===== src/rtl/ipc_pkg.sv =====
// Shared constants and codes for the interrupt priority controller.
package ipc_pkg;

   // Default sizing of the controller.
   localparam int NUM_SOURCES_DEF   = 14;
   localparam int PRIORITY_BITS_DEF = 3;

   // Fixed field widths of the request word and the register port.
   localparam int OP_W      = 2;
   localparam int CID_W     = 5;
   localparam int REG_IDX_W = 2;

   // Operation codes carried in a request word.
   localparam logic [OP_W-1:0] OP_NONE     = 2'd0;
   localparam logic [OP_W-1:0] OP_CLAIM    = 2'd1;
   localparam logic [OP_W-1:0] OP_COMPLETE = 2'd2;

   // Register indexes on the configuration port.
   localparam logic [REG_IDX_W-1:0] REG_PRIORITY  = 2'd0;
   localparam logic [REG_IDX_W-1:0] REG_ENABLE    = 2'd1;
   localparam logic [REG_IDX_W-1:0] REG_THRESHOLD = 2'd2;

endpackage


===== src/rtl/interrupt_priority_controller.sv =====
// Platform-level interrupt controller for one hart: gateways, claim and completion.
//
//   Channel | Direction | Handshake              | Word contents
//   req     | in        | req_valid / req_ready  | operation, source_lines, complete_id
//   rsp     | out       | rsp_valid / rsp_ready  | claim_id, external_irq, pending_view
//   csr     | in        | csr_write_en           | csr_index, csr_wdata (no read-back)
//
// A request word is captured in an input register and is resolved once the result register
// is free; one word per cycle is sustained while rsp_ready stays high, and the response
// is held in the result register until it is taken. The priority pick over all sources
// is one pass of level detection and a lowest-ID select. Reset is synchronous and clears
// pending, in-service and configuration state. A stalled response holds the
// resolve stage, and the input register then fills and drops req_ready.
module interrupt_priority_controller #(
   parameter int NUM_SOURCES   = ipc_pkg::NUM_SOURCES_DEF,
   parameter int PRIORITY_BITS = ipc_pkg::PRIORITY_BITS_DEF,
   localparam int SRC_W  = NUM_SOURCES + 1,
   localparam int ID_W   = $clog2(NUM_SOURCES + 1),
   localparam int PT_W   = NUM_SOURCES * PRIORITY_BITS,
   localparam int CSR_W  = (PT_W > SRC_W) ? PT_W : SRC_W
) (
   input  logic                          clock,
   input  logic                          reset,
   // Request channel
   input  logic                          req_valid,
   output logic                          req_ready,
   input  logic [ipc_pkg::OP_W-1:0]      req_operation,
   input  logic [SRC_W-1:0]              req_source_lines,
   input  logic [ipc_pkg::CID_W-1:0]     req_complete_id,
   // Response channel
   output logic                          rsp_valid,
   input  logic                          rsp_ready,
   output logic [ID_W-1:0]               rsp_claim_id,
   output logic                          rsp_external_irq,
   output logic [SRC_W-1:0]              rsp_pending_view,
   // Configuration port
   input  logic                          csr_write_en,
   input  logic [ipc_pkg::REG_IDX_W-1:0] csr_index,
   input  logic [CSR_W-1:0]              csr_wdata
);
   import ipc_pkg::*;

   localparam int NUM_LEVELS = 2 ** PRIORITY_BITS;

   // Configuration registers
   logic [PT_W-1:0]          priority_ff;
   logic [SRC_W-1:0]         enable_ff;
   logic [PRIORITY_BITS-1:0] threshold_ff;

   // Interrupt state
   logic [SRC_W-1:0] pending_ff, pending_in;
   logic [SRC_W-1:0] in_service_ff, in_service_in;

   // Input register
   logic             s1_valid_ff;
   logic [OP_W-1:0]  s1_op_ff;
   logic [SRC_W-1:0] s1_lines_ff;
   logic [CID_W-1:0] s1_cid_ff;

   // Result register
   logic             rsp_valid_ff;
   logic [ID_W-1:0]  claim_id_ff, claim_id_in;
   logic             irq_ff, irq_in;
   logic [SRC_W-1:0] pend_view_ff;

   // Resolve-stage signals
   logic                     advance;
   logic [SRC_W-1:0]         src_mask;
   logic [PRIORITY_BITS-1:0] src_prio [SRC_W];
   logic [SRC_W-1:0]         above_mask;
   logic [SRC_W-1:0]         pend_gated;
   logic [SRC_W-1:0]         qualified;
   logic [NUM_LEVELS-1:0]    level_hit;
   logic [PRIORITY_BITS-1:0] best_level;
   logic [SRC_W-1:0]         best_set;
   logic [SRC_W-1:0]         winner;
   logic                     claim_hit;
   logic [SRC_W-1:0]         complete_mask;

   // The resolve stage moves when it holds a word and the result register is free.
   assign advance   = s1_valid_ff && (!rsp_valid_ff || rsp_ready);
   assign req_ready = !s1_valid_ff || advance;

   // Per-source priority, threshold compare and complete-ID decode.
   always_comb begin
      src_mask      = '0;
      above_mask    = '0;
      complete_mask = '0;
      src_prio[0]   = '0;
      for (int n = 1; n <= NUM_SOURCES; n++) begin
         src_mask[n]      = 1'b1;
         src_prio[n]      = priority_ff[(n-1)*PRIORITY_BITS +: PRIORITY_BITS];
         above_mask[n]    = src_prio[n] > threshold_ff;
         complete_mask[n] = s1_cid_ff == CID_W'(n);
      end
   end

   // Level gateways, then the set of sources that may be claimed.
   assign pend_gated = pending_ff | (s1_lines_ff & src_mask & ~in_service_ff);
   assign qualified  = pend_gated & enable_ff & above_mask;

   // Find the highest priority level present among qualified sources.
   always_comb begin
      level_hit = '0;
      for (int n = 1; n <= NUM_SOURCES; n++) begin
         for (int p = 0; p < NUM_LEVELS; p++) begin
            if (qualified[n] && (src_prio[n] == PRIORITY_BITS'(p))) begin
               level_hit[p] = 1'b1;
            end
         end
      end
      best_level = '0;
      for (int p = 0; p < NUM_LEVELS; p++) begin
         if (level_hit[p]) begin
            best_level = PRIORITY_BITS'(p);
         end
      end
   end

   // Among sources at the best level, the lowest ID wins.
   always_comb begin
      best_set = '0;
      for (int n = 1; n <= NUM_SOURCES; n++) begin
         best_set[n] = qualified[n] && (src_prio[n] == best_level);
      end
   end

   assign winner    = best_set & (~best_set + SRC_W'(1));
   assign claim_hit = (s1_op_ff == OP_CLAIM) && (qualified != '0);

   // Next state and result fields.
   always_comb begin
      pending_in    = pend_gated;
      in_service_in = in_service_ff;
      claim_id_in   = '0;
      case (s1_op_ff)
         OP_CLAIM: begin
            if (claim_hit) begin
               pending_in    = pend_gated & ~winner;
               in_service_in = in_service_ff | winner;
               for (int n = 1; n <= NUM_SOURCES; n++) begin
                  if (winner[n]) begin
                     claim_id_in = claim_id_in | ID_W'(n);
                  end
               end
            end
         end
         OP_COMPLETE: begin
            in_service_in = in_service_ff & ~(complete_mask & enable_ff);
         end
         default: begin
         end
      endcase
      irq_in = (pending_in & enable_ff & above_mask) != '0;
   end

   // Configuration writes.
   always_ff @(posedge clock) begin
      if (reset) begin
         priority_ff  <= '0;
         enable_ff    <= '0;
         threshold_ff <= '0;
      end else if (csr_write_en) begin
         case (csr_index)
            REG_PRIORITY:  priority_ff  <= csr_wdata[PT_W-1:0];
            REG_ENABLE:    enable_ff    <= csr_wdata[SRC_W-1:0] & src_mask;
            REG_THRESHOLD: threshold_ff <= csr_wdata[PRIORITY_BITS-1:0];
            default: begin
            end
         endcase
      end
   end

   // Input register and its valid flag.
   always_ff @(posedge clock) begin
      if (reset) begin
         s1_valid_ff <= 1'b0;
      end else if (req_ready) begin
         s1_valid_ff <= req_valid;
      end
      if (req_valid && req_ready) begin
         s1_op_ff    <= req_operation;
         s1_lines_ff <= req_source_lines;
         s1_cid_ff   <= req_complete_id;
      end
   end

   // Interrupt state and result register, updated as a word is resolved.
   always_ff @(posedge clock) begin
      if (reset) begin
         pending_ff    <= '0;
         in_service_ff <= '0;
         rsp_valid_ff  <= 1'b0;
      end else begin
         if (advance) begin
            pending_ff    <= pending_in;
            in_service_ff <= in_service_in;
            rsp_valid_ff  <= 1'b1;
         end else if (rsp_ready) begin
            rsp_valid_ff  <= 1'b0;
         end
      end
      if (advance) begin
         claim_id_ff  <= claim_id_in;
         irq_ff       <= irq_in;
         pend_view_ff <= pending_in;
      end
   end

   assign rsp_valid        = rsp_valid_ff;
   assign rsp_claim_id     = claim_id_ff;
   assign rsp_external_irq = irq_ff;
   assign rsp_pending_view = pend_view_ff;

   // A source is never pending and in service at the same time.
   a_pend_service_disjoint: assert property (@(posedge clock) disable iff (reset)
      (pending_ff & in_service_ff) == '0)
      else $error("source both pending and in service");

   // Bit 0 never carries state.
   a_bit0_clear: assert property (@(posedge clock) disable iff (reset)
      !pending_ff[0] && !in_service_ff[0])
      else $error("state set for source 0");

   // A successful claim adds exactly one in-service source.
   a_claim_one: assert property (@(posedge clock) disable iff (reset)
      advance && claim_hit |=>
         $countones(in_service_ff) == $countones($past(in_service_ff)) + 1)
      else $error("claim did not mark exactly one source in service");

   // Interrupt state only changes when a word is resolved.
   a_state_hold: assert property (@(posedge clock) disable iff (reset)
      !advance |=> $stable(pending_ff) && $stable(in_service_ff))
      else $error("interrupt state changed without a resolved word");

endmodule


===== config.mk =====
export PLATFORM = sky130hd
export DESIGN_NAME = interrupt_priority_controller
export DESIGN_NICKNAME = d
export VERILOG_FILES = /design/src/rtl/ipc_pkg.sv /design/src/rtl/interrupt_priority_controller.sv
export SDC_FILE = /design/constraint.sdc
export NUM_CORES = 1
export LEC_CHECK = 0
export ABC_CLOCK_PERIOD_IN_PS = 4750
export BUFFER_PORTS_ARGS = -buffer_cell sky130_fd_sc_hd__buf_2
export CORE_MARGIN = 4
export CORE_UTILIZATION = 60
export DETAILED_ROUTE_END_ITERATION = 6
export PLACE_DENSITY = 0.9
export SLEW_MARGIN = 10
export SYNTH_ARGS = -nofsm -noshare
export SYNTH_HDL_FRONTEND = slang
export SYNTH_SLANG_ARGS = --single-unit
export TNS_END_PERCENT = 100

===== constraint.sdc =====
create_clock -name clock -period 4.75 [get_ports clock]
set_input_delay 0.7125 -clock clock [delete_from_list [all_inputs] [get_ports clock]]
set_output_delay 0.7125 -clock clock [all_outputs]
set_load 0.1 [all_outputs]

=== Word-level counts from Yosys, hierarchy flattened ===
Cells that the tools add are included.

* Logic and storage cells: 428
* Output and inout port bits: 22
* Bits in registers: 133
* Bits of input ports: 71

* $add $sub $neg: 1
* Equal/unequal tests: 131
* Bitwise operators: 15
* $lt $le $gt $ge: 14
* Mux-type cells: 125
* Reductions and logical operators: 129

{| class="wikitable"
|+ Operators by type and width
! operator !! count
|-
| $eq 3x3->1 const B || 56
|-
| $and 15x15->15 || 9
|-
| $logic_and 1x1->1 || 115
|-
| $mux 1 || 102
|-
| $eq 3x2->1 const B || 28
|-
| $not 15->15 || 4
|-
| $mux 15 || 3
|-
| $eq 3x1->1 const B || 14
|-
| $eq 3x3->1 || 14
|-
| $gt 3x3->1 || 14
|-
| $eq 5x4->1 const B || 7
|-
| $mux 3 || 10
|-
| $or 15x15->15 || 2
|-
| $pmux 15 s2 || 1
|-
| $reduce_bool 15->1 || 2
|-
| $mux 4 || 7
|-
| $eq 5x3->1 const B || 4
|-
| $add 15x1->15 const B || 1
|-
| $eq 5x2->1 const B || 2
|-
| $reduce_and 2->1 || 4
|-
| $eq 5x1->1 const B || 1
|-
| $eq 2x1->1 const B || 2
|-
| $eq 2x2->1 const B || 2
|-
| $mux 2 || 2
|-
| other kinds (6) || 9
|}

=== Depth between registers and ports, before layout ===
Gate-level depths: netlist of the first run.

* Depth after elaboration: 46
* Depth in mapped cells: 19
* Gate-level depth less buffers: 16

=== Worst setup path after synthesis of the first run ===
Ideal clock, no wire load.

* Kind: register to register
* Start point: register threshold_ff[2]
* End point: register irq_ff, in the netlist rsp_external_irq (data pin)
* Cell stages (with the launch flop): 20
* Path slack: 544 ps
* Data arrival time: 3,941 ps
* Data required time: 4,484 ps
* Setup time: 266 ps
* Cell sequence: dfxtp_1 -> inv_1 -> ha_1 -> a21oi_1 -> o21a_1 -> or2_1 -> buf_4 -> o31ai_1 -> or4_1 -> or2_1 -> nand2b_1 -> o311ai_4 -> buf_12 -> xnor2_2 -> a311oi_4 -> and3_4 -> buf_8 -> a31oi_1 -> nor3_1 -> nand4_1

* Longest elaborated chain between the ends: 36

{| class="wikitable"
|+ RTL lines
! what !! RTL line !! source
|-
| start, declared || interrupt_priority_controller.sv:48 || <nowiki>logic [PRIORITY_BITS-1:0] threshold_ff;</nowiki>
|-
| start signal, assigned || interrupt_priority_controller.sv:167 || <nowiki>REG_THRESHOLD: threshold_ff <= csr_wdata[PRIORITY_BITS-1:0];</nowiki>
|-
| $gt 3x3->1 || interrupt_priority_controller.sv:93 || <nowiki>above_mask[n] = src_prio[n] > threshold_ff;</nowiki>
|-
| $and 15x15->15 || interrupt_priority_controller.sv:100 || <nowiki>assign qualified = pend_gated & enable_ff & above_mask;</nowiki>
|-
| $logic_and 1x1->1 || interrupt_priority_controller.sv:107 || <nowiki>if (qualified[n] && (src_prio[n] == PRIORITY_BITS'(p))) begin</nowiki>
|-
| $mux 1 (14 in a row) || interrupt_priority_controller.sv:107 ||
|-
| $mux 1 || interrupt_priority_controller.sv:114 || <nowiki>if (level_hit[p]) begin</nowiki>
|-
| $mux 3 (6 in a row) || interrupt_priority_controller.sv:114 ||
|-
| $eq 3x3->1 || interrupt_priority_controller.sv:124 || <nowiki>best_set[n] = qualified[n] && (src_prio[n] == best_level);</nowiki>
|-
| $logic_and 1x1->1 || interrupt_priority_controller.sv:124 ||
|-
| [3 not listed] || - ||
|-
| $not 15->15 || interrupt_priority_controller.sv:139 || <nowiki>pending_in = pend_gated & ~winner;</nowiki>
|-
| $and 15x15->15 || interrupt_priority_controller.sv:139 ||
|-
| $mux 15 || interrupt_priority_controller.sv:138 || <nowiki>if (claim_hit) begin</nowiki>
|-
| $mux 15 || interrupt_priority_controller.sv:136 || <nowiki>case (s1_op_ff)</nowiki>
|-
| $and 15x15->15 || interrupt_priority_controller.sv:154 || <nowiki>irq_in = (pending_in & enable_ff & above_mask) != '0;</nowiki>
|-
| $and 15x15->15 (*) || interrupt_priority_controller.sv:154 ||
|-
| $reduce_bool 15->1 (*) || interrupt_priority_controller.sv:154 ||
|-
| via irq_in || interrupt_priority_controller.sv:63 || <nowiki>logic irq_ff, irq_in;</nowiki>
|-
| end signal, assigned || interrupt_priority_controller.sv:205 || <nowiki>irq_ff <= irq_in;</nowiki>
|-
| end, declared || interrupt_priority_controller.sv:63 ||
|}

Mark *: on every way through the listed nets, which the timed path passes. The rest lies on a longest branch.
A chain may end at the register's enable or synchronous reset.

=== Final worst setup path of the first run ===
* Start point: register threshold_ff[2]
* End point: register claim_id_ff[3], in the netlist rsp_claim_id[3] (data pin)

* Longest elaborated chain between the ends: 36

{| class="wikitable"
|+ RTL lines
! what !! RTL line !! source
|-
| $gt 3x3->1 || interrupt_priority_controller.sv:93 ||
|-
| $and 15x15->15 (*) || interrupt_priority_controller.sv:100 ||
|-
| $logic_and 1x1->1 || interrupt_priority_controller.sv:107 ||
|-
| $mux 1 (14 in a row) || interrupt_priority_controller.sv:107 ||
|-
| $mux 1 || interrupt_priority_controller.sv:114 ||
|-
| $mux 3 (6 in a row) || interrupt_priority_controller.sv:114 ||
|-
| $eq 3x3->1 || interrupt_priority_controller.sv:124 ||
|-
| $logic_and 1x1->1 || interrupt_priority_controller.sv:124 ||
|-
| $not 15->15 || interrupt_priority_controller.sv:128 || <nowiki>assign winner = best_set & (~best_set + SRC_W'(1));</nowiki>
|-
| $add 15x1->15 || interrupt_priority_controller.sv:128 ||
|-
| $and 15x15->15 || interrupt_priority_controller.sv:128 ||
|-
| $mux 4 (7 in a row) || interrupt_priority_controller.sv:142 || <nowiki>if (winner[n]) begin</nowiki>
|-
| end signal, assigned || interrupt_priority_controller.sv:204 || <nowiki>claim_id_ff <= claim_id_in;</nowiki>
|-
| end, declared || interrupt_priority_controller.sv:62 || <nowiki>logic [ID_W-1:0] claim_id_ff, claim_id_in;</nowiki>
|}

Every way passes the cells marked *; elsewhere a longest branch is shown, timed or not.

==> results of run 1 <==
==> layout make-up <==
type,count,area (sq um),area share [%]
Clock inverter,15,148.9,1.421
Tap cell,176,220.2,2.101
Sequential cell,129,2985,28.49
Timing Repair Buffer,216,1513,14.43
Multi-Input combinational cell,747,5004,47.74
Clock buffer,17,425.4,4.059
Inverter,48,183.9,1.755
==> worst max-delay path by stage <==
stage / from / endpoint / slack (ns) / depth (start not counted)
after floorplan: threshold_ff[2] / rsp_external_irq / 0.54 / 19
after global placement: threshold_ff[2] / rsp_external_irq / -0.10 / 20
after detailed placement: threshold_ff[2] / rsp_external_irq / -0.15 / 18
after CTS: threshold_ff[2] / pending_ff[8] / 0.004 / 22
after global routing: threshold_ff[2] / rsp_external_irq / -0.16 / 21
final: threshold_ff[2] / rsp_claim_id[3] / -0.04 / 20
==> report_power, final <==
part / leakage [nW] / internal, W / switching, W / total, W
combinational: 2.68 / 0.000145 / 0.000299 / 0.000444
sequential: 1.11 / 0.00118 / 0.0000359 / 0.00122
clock: 0.280 / 0.000693 / 0.000581 / 0.00127
total: 4.07 / 0.00202 / 0.000915 / 0.00294
==> stage by stage <==
step            TNS, ns  cells  area [sq um]  utilization [%]
5_1_grt         -0.5411   1348         10480            79.14
2_1_floorplan         0    972          8120                -
6_report       -0.07475   1348         10480            79.14
3_3_place_gp    -0.3133   1305          9494            71.69
3_5_place_dp     -1.161   1305          9494            71.69
4_1_cts               0   1339         10130            76.53
==> synth_stat cells (all sizes together) (3+ instances only) <==
master,count,area share (%)
nand2,195,9.0
a21oi,101,6.3
dfxtp,89,22
nor2,57,2.6
nand3,49,3.0
inv,46,2.1
ha,42,6.5
edfxtp,40,15
clkbuf,35,1.6
nor3,23,1.4
nand2b,22,1.8
nor4,21,2.2
o21ai,20,1.2
xnor2,17,2.0
a211oi,14,2.2
buf,13,1.4
a31oi,11,0.85
nand4,11,0.92
nor2b,11,0.85
and2,10,0.77
and3,10,0.83
nand3b,10,0.92
o22ai,9,0.69
a22oi,8,0.80
a41oi,8,1.1
nor3b,8,0.80
o2111ai,7,0.83
or2,7,0.54
o21a,6,0.57
o32ai,5,0.54
or3,5,0.39
or4,5,0.46
a2111oi,4,1.2
a32oi,4,0.52
a311o,3,0.37
mux2i,3,0.37
o211a,3,0.37
o41ai,3,0.42
==> registers in the layout, indices dropped and copies added (netlist names), 2 cells and up <==
name              flops
s1_lines_ff          14
rsp_pending_view     14
s1_op_ff              2
in_service_ff        14
s1_cid_ff             5
priority_ff          42
pending_ff           14
threshold_ff          3
rsp_claim_id          4
enable_ff            14
==> worst max-delay path: cells and delay by family, from the launching register on <==
kind | cells | cell delay, ns
compound gates | 6 | 1.34
xor+xnor | 1 | 0.17
fa+ha+maj | 1 | 0.34
buf+inv | 6 | 0.92
flops | 1 | 0.35
simple gates | 6 | 1.45
==> logic make-up after synthesis <==
group	count (synthesis)	share of synthesized area [%]
flops	129	36.73
other cells	1	0.04618
mux	3	0.3698
xor+xnor	19	2.234
simple gates	457	28.18
compound gates	225	20.69
buf+inv	96	5.269
fa+ha+maj	42	6.471
==> per-layer routing <==
| metal | vias to the layer above | GRT usage, % | routed length, um |
|---|---|---|---|
| met5 | - | 0 | 0 |
| met1 | 4191 | 47.69 | 11650 |
| met2 | 795 | 60.27 | 14230 |
| met4 | 0 | 18.83 | 2150 |
| met3 | 220 | 8.105 | 3488 |
| li1 | 3873 | - | - |
==> repair_timing <==
item / in CTS / in global routing
setup endpoints to repair: 25 / 33
gates resized for setup: 6 / 50
pin swaps: 2 / 18
setup buffers: 2 / 9
==> PnR_summary.wiki, run 1 <==
{| class="wikitable"
! Metric !! Value
|-
| Run status || finished, violations left
|-
| Violated checks || design-rule violations, negative setup slack
|-
| NumNets Final || 1,272
|-
| Reported max-cap violation count || 0
|-
| Die width || 124.3 um
|-
| Worst setup path category || reg -> reg
|-
| Vias || 9,079
|-
| Proportion of register bits with asynchronous set or reset after synthesis || 0%
|-
| Count of mapped cells out of synthesis || 972
|-
| Final count of negative-setup-slack endpoints || 2
|-
| Antenna Nets Post-Route || 0
|-
| Critical path launch point type || register
|-
| Relative area change from synthesis to final layout || 29.06%
|-
| H-tree lvl count || 4
|-
| CP Data Required Time || 4.99 ns
|-
| Vias in the first global route || 8,365
|-
| Power after layout || 0.002936 W
|-
| Sinks on the clock net || 129
|-
| Per-instance average area after synthesis || 8.354 sq um
|-
| Synth unique cells || 94
|-
| Syn Std Cell Area || 8120 sq um
|-
| Cts bufs inserted || 17
|-
| Number of antenna violations at the first check in global routing || 0
|-
| Commonest register cell after synthesis || dfxtp_1
|-
| Maximum clock rate || 208.6 MHz
|-
| Register bit count reported by yosys || 129
|-
| Input/output buffers || 90
|-
| Final RePlAce weighted congestion || 1.057
|-
| Chain of cells forming the critical path || clkinvlp_4, buf_12, ha_1, a21oi_1, nand2_2, and2_1, a22o_1, or4_4, and4bb_4, a211oi_4, buf_12, buf_12, xor2_1, buf_4, a311oi_4, buf_4, nand2_1, nor2_1, o21ai_0, a31oi_1
|-
| Largest fanout on the critical path || 14
|-
| CTS tree || built
|-
| Worst-skew pair later-pin latency || 0.44 ns
|-
| Maximum clock insertion buffer count || 2
|-
| Min Hold Slack || 0.4450 ns
|-
| Post-layout min period || 4.794 ns
|-
| Vias per cell || 6.735
|-
| WHS Path Cells || 1
|-
| Count of endpoints failing hold in the final timing report || 0
|-
| Minimum setup slack in the final design || -0.04434 ns
|-
| Worst supply voltage drop on vdd || 0.2841 mV
|-
| Slack of the worst reg-to-reg path || -0.04 ns
|-
| Worst-margin pin slew || 1.181 ns
|-
| Detailed Route WL || 31,520 um
|-
| Ratio of cells with drive above 1 in the final layout || 29.52%
|-
| Clock slew seen by the registers of the worst setup and hold paths || 0.07 ns
|-
| Slowest cell on the critical path || or4_4
|-
| Library cell used as clock root buffer || clkbuf_16
|-
| Wire length of the first global-routing pass || 45,700 um
|-
| Worst min-delay path class || in -> reg
|-
| Syn nets || 1,085
|-
| Initial standard-cell utilization of the core || 61.32%
|-
| Iteration count of the initial detailed-routing pass || 7
|-
| Crit-path max cell delay || 0.53 ns
|-
| Maximum number of pins on one net before global-route repair || 52
|-
| Most common library cell in the layout ignoring fill and taps || nand2_1
|-
| Number of standard-cell rows in the floorplan || 42
|-
| Hold buffer count at cts || 0
|-
| Critical R2R Capture || rsp_claim_id[3]
|-
| Diodes inserted || 0
|-
| Pwr Density || 280.2 nW/um^2
|-
| Height of the die || 124.3 um
|-
| Overflow left after global routing || 0
|-
| Crit path DAT || 5.04 ns
|-
| Yosys warning total || 0
|-
| Hold Crit Endpoint || s1_op_ff[1]
|-
| Violation count after the first detailed-route iteration || 1,432
|-
| Reg-to-Reg Start || threshold_ff[2]
|-
| Fraction of the yosys area taken by sequential cells || 36.73%
|-
| Most frequent cells in the layout || nand2_1, buf_4, a21oi_1
|-
| Die Footprint || 15,460 sq um
|-
| Routed length per placed instance || 23.38 um
|-
| DRC || 2
|-
| FILL cells || 819
|-
| Max-slew violations || 0
|-
| Portion of the clock cycle consumed by the worst path in the final layout || 100.9%
|-
| Relative max-transition margin || 20.55%
|-
| Clock Skews || 0.009171 ns
|-
| Core area || 13,240 sq um
|-
| IO Pins || 93
|-
| HP Start || req_operation[1]
|-
| All-layer global routing usage || 37.49%
|-
| Number of cell instances on the worst register-to-register path || 20
|-
| Post-Place Setup Slack || -0.1523 ns
|-
| Critical Path Most Common Cell || buf_12
|-
| HPWL reported at the end of detailed placement || 21,550 um
|-
| Static power due to leakage || 4.065 nW
|-
| Worst Setup End Kind || register
|-
| Number of enable-type register cells in the synthesized netlist || 40
|}
(Power assumes the default switching activity.)
==> run 2, diff against run 1 <==
--- a/config.mk
+++ b/config.mk
@@ -7,6 +7,7 @@
 export LEC_CHECK = 0
 export ABC_CLOCK_PERIOD_IN_PS = 4750
 export BUFFER_PORTS_ARGS = -buffer_cell sky130_fd_sc_hd__buf_2
+export CORE_ASPECT_RATIO = 1.75
 export CORE_MARGIN = 4
 export CORE_UTILIZATION = 60
 export DETAILED_ROUTE_END_ITERATION = 6
==> PnR_summary.wiki, run 2 <==
{| class="wikitable"
! Metric !! Value
|-
| Run status || stopped before the end
|-
| Stopping stage || global routing (5_1_grt)
|-
| First Error || [ERROR GRT-0232] Routing congestion too high. Check the congestion heatmap in the GUI.
|-
| Register bit count reported by yosys || 129
|-
| Most common cell in the netlist || nand2_1
|-
| Maximum number of pins on one net before global-route repair || 51
|-
| Library cell used as clock root buffer || clkbuf_16
|-
| Dominant cell type by area after synthesis || dfxtp_1
|-
| Post-Place Setup Slack || -0.2692 ns
|-
| Syn nets || 1,085
|-
| Cell types with the highest counts after synthesis || nand2_1, a21oi_1, dfxtp_1
|-
| Cts bufs inserted || 17
|-
| Sinks on the clock net || 129
|-
| Top area cells in the synthesized netlist || dfxtp_1, edfxtp_1, nand2_1
|-
| Number of standard-cell rows in the floorplan || 56
|-
| Count of mapped cells out of synthesis || 972
|-
| Fraction of the yosys area taken by sequential cells || 36.73%
|-
| Yosys warning total || 0
|-
| Die width || 95.94 um
|-
| Height of the die || 161.9 um
|-
| Category of the worst endpoint || register input
|-
| Per-instance average area after synthesis || 8.354 sq um
|-
| Top cell type's share of synthesized area || 21.94%
|-
| IO Pins || 93
|-
| Number of enable-type register cells in the synthesized netlist || 40
|-
| H-tree lvl count || 4
|-
| Overflow left after global routing || 28
|-
| Synth unique cells || 94
|-
| Hold buffer count at cts || 0
|-
| Worst-slack endpoint at the end of global-route timing repair || rsp_external_irq$_DFFE_PP_/D
|-
| All-layer global routing usage || 66.21%
|-
| Maximum clock insertion buffer count || 2
|-
| Syn Std Cell Area || 8120 sq um
|-
| Final RePlAce weighted congestion || 1.048
|-
| Commonest register cell after synthesis || dfxtp_1
|-
| Initial standard-cell utilization of the core || 61.00%
|-
| Input/output buffers || 90
|-
| Proportion of register bits with asynchronous set or reset after synthesis || 0%
|-
| HPWL reported at the end of detailed placement || 23,440 um
|}
[run 2: cell counts after synthesis]
No cell type changed its count.
[run 2: repair_timing]
action | CTS
resized for setup | 34
setup buffers | 11
pin swaps | 14
setup endpoints to repair | 29
endpoints found under the hold margin | 0
[run 2: per-stage QoR]
stage	hold slack (ns)	instance area [sq um]	instances	TNS (ns)
4_1_cts	0.4522	10700	1395	0
3_5_place_dp	0.4467	9809	1352	-2.032
3_3_place_gp	0.4427	9809	1352	-0.7866
2_1_floorplan	0.4361	8120	972	0
[run 2: kinds of logic after synthesis]
logic type | after synthesis | synth area share [%]
AOI/OAI and AO/OA | 225 | 20.69
and+or+nand+nor | 457 | 28.18
buffers and inverters | 96 | 5.269
other | 1 | 0.04618
adders and majority gates | 42 | 6.471
xor gates and xnor gates | 19 | 2.234
muxes | 3 | 0.3698
DFF | 129 | 36.73
[run 2: per-layer routing]
metal,track usage [%],overflow
met2,83.88,14
met5,7.986,0
met4,65.80,14
met3,45.55,0
met1,68.06,0
==> run 3, diff against run 2 <==
--- a/config.mk
+++ b/config.mk
@@ -7,11 +7,10 @@
 export LEC_CHECK = 0
 export ABC_CLOCK_PERIOD_IN_PS = 4750
 export BUFFER_PORTS_ARGS = -buffer_cell sky130_fd_sc_hd__buf_2
-export CORE_ASPECT_RATIO = 1.75
 export CORE_MARGIN = 4
-export CORE_UTILIZATION = 60
+export CORE_UTILIZATION = 40
 export DETAILED_ROUTE_END_ITERATION = 6
-export PLACE_DENSITY = 0.9
+export PLACE_DENSITY_LB_ADDON = 0.15
 export SLEW_MARGIN = 10
 export SYNTH_ARGS = -nofsm -noshare
 export SYNTH_HDL_FRONTEND = slang
==> PnR_summary.wiki, run 3 (synthesis gave the netlist of run 1 again) <==
{| class="wikitable"
! Metric !! Value
|-
| Height of the die || 150.5 um
|-
| Detailed Route WL || 29,050 um
|-
| Power after layout || 0.003007 W
|-
| TNS Setup || 0 ns
|-
| Biggest register || priority_ff
|-
| H-tree lvl count || 4
|-
| Static power due to leakage || 4.263 nW
|-
| Maximum clock rate || 218.2 MHz
|-
| Worst supply voltage drop on vdd || 0.2283 mV
|-
| Post-Place Setup Slack || 0.07590 ns
|-
| Most common library cell in the layout ignoring fill and taps || nand2_1
|-
| Vias || 8,105
|-
| Antenna Nets Post-Route || 0
|-
| Worst min-delay path class || in -> reg
|-
| Maximum clock insertion buffer count || 2
|-
| IO Pins || 93
|-
| Library cell used as clock root buffer || clkbuf_16
|-
| Minimum setup slack in the final design || 0.1663 ns
|-
| Die width || 150.5 um
|-
| Final RePlAce weighted congestion || 0.9949
|-
| All-layer global routing usage || 25.40%
|-
| Seq. cell area || 2984 sq um
|-
| Worst Setup End Kind || register
|-
| Ratio of cells with drive above 1 in the final layout || 30.97%
|-
| Maximum number of pins on one net before global-route repair || 58
|-
| Input/output buffers || 90
|-
| Reported max-cap violation count || 0
|-
| Routed length per placed instance || 19.81 um
|-
| Diodes inserted || 0
|-
| Vias per cell || 5.529
|-
| Post-layout min period || 4.584 ns
|-
| Worst-skew pair later-pin latency || 0.43 ns
|-
| Cts bufs inserted || 17
|-
| Pwr Density || 276.3 nW/um^2
|-
| Run status || complete, no violations
|-
| Worst setup path category || reg -> reg
|-
| Relative area change from synthesis to final layout || 34.02%
|-
| Vias in the first global route || 7,580
|-
| Max-slew violations || 0
|-
| Hold buffer count at cts || 0
|-
| Min Hold Slack || 0.4500 ns
|-
| Number of antenna violations at the first check in global routing || 0
|-
| Clock Skews || 0.01380 ns
|-
| Critical path launch point type || register
|-
| CP Data Required Time || 4.89 ns
|-
| Portion of the clock cycle consumed by the worst path in the final layout || 96.50%
|-
| Count of endpoints failing hold in the final timing report || 0
|-
| Overflow left after global routing || 0
|-
| Number of flip-flops in the largest register || 42
|-
| Relative max-transition margin || 23.70%
|-
| Largest fanout on the critical path || 7
|-
| HPWL reported at the end of detailed placement || 22,210 um
|-
| Die Footprint || 22,640 sq um
|-
| Number of standard-cell rows in the floorplan || 51
|-
| Most frequent cells in the layout || nand2_1, buf_4, a21oi_1
|-
| FILL cells || 1,865
|-
| Sinks on the clock net || 129
|-
| CTS tree || built
|-
| Wire length of the first global-routing pass || 43,340 um
|-
| Iteration count of the initial detailed-routing pass || 7
|-
| Final count of negative-setup-slack endpoints || 0
|-
| Initial standard-cell utilization of the core || 41.18%
|-
| Violation count after the first detailed-route iteration || 747
|-
| Core area || 19,720 sq um
|-
| Crit path DAT || 4.72 ns
|-
| DRC || 0
|-
| Multi-input gate area in the final layout || 5050 sq um
|-
| Worst-margin pin slew || 1.145 ns
|-
| Clock slew seen by the registers of the worst setup and hold paths || 0.07 ns
|-
| NumNets Final || 1,301
|}
-- run 3: routing by layer --
layer / up-vias / GRT usage, % / routed length [um]
met5: - / 0 / 0
met1: 3815 / 35.88 / 13290
li1: 3939 / - / -
met4: 0 / 6.313 / 754
met2: 312 / 40.30 / 13190
met3: 39 / 4.545 / 1817
-- run 3: critical path, cell delays in order, from the launching register on --
cell and delay (ns):
dfxtp_1 0.33, inv_1 0.09, buf_12 0.15, ha_1 0.29
and3_4 0.21, a211oi_2 0.08, and2_1 0.20, a22o_1 0.24
or4_4 0.54, or2_4 0.26, nand2b_1 0.11, o311ai_4 0.11
buf_4 0.18, buf_12 0.15, a2111oi_4 0.42, nor3b_4 0.28
a22o_1 0.16, o2111a_1 0.21, o211a_1 0.14, nand4_1 0.14
-- run 3: timing repair --
item / in CTS / in global routing
endpoints found under the setup margin: 0 / 31
resized for setup: 0 / 56
buffers inserted: 0 / 9
-- run 3: final timing paths --
path / from / to / slack, ns / cells after the start
max: threshold_ff[1] / rsp_external_irq / 0.17 / 19
min: req_complete_id[4] / s1_cid_ff[4] / 0.45 / 1
max reg2reg: threshold_ff[1] / rsp_external_irq / 0.17 / 19
min reg2reg: pending_ff[1] / pending_ff[1] / 0.46 / 2
-- run 3: layout make-up --
cell class	count	area share, %
timing repair buffer	245	15.83
multi-input combinational	747	46.40
sequential	129	27.42
clock buffer	17	3.909
clock inverter	15	1.736
inverter	48	1.656
tap	265	3.047
-- run 3: metrics by stage --
stage	cell area, sq um	utilization [%]	cells
2_1_floorplan	8120	-	972
3_3_place_gp	9843	49.92	1424
3_5_place_dp	9843	49.92	1424
4_1_cts	10460	53.04	1456
5_1_grt	10880	55.19	1466
6_report	10880	55.19	1466
-- run 3: report_power, final --
part	switching [W]	leakage [nW]	internal, W
logic	0.000285	2.86	0.000153
registers	0.0000303	1.10	0.00118
clock network	0.000598	0.298	0.000759
total	0.000913	4.26	0.00209
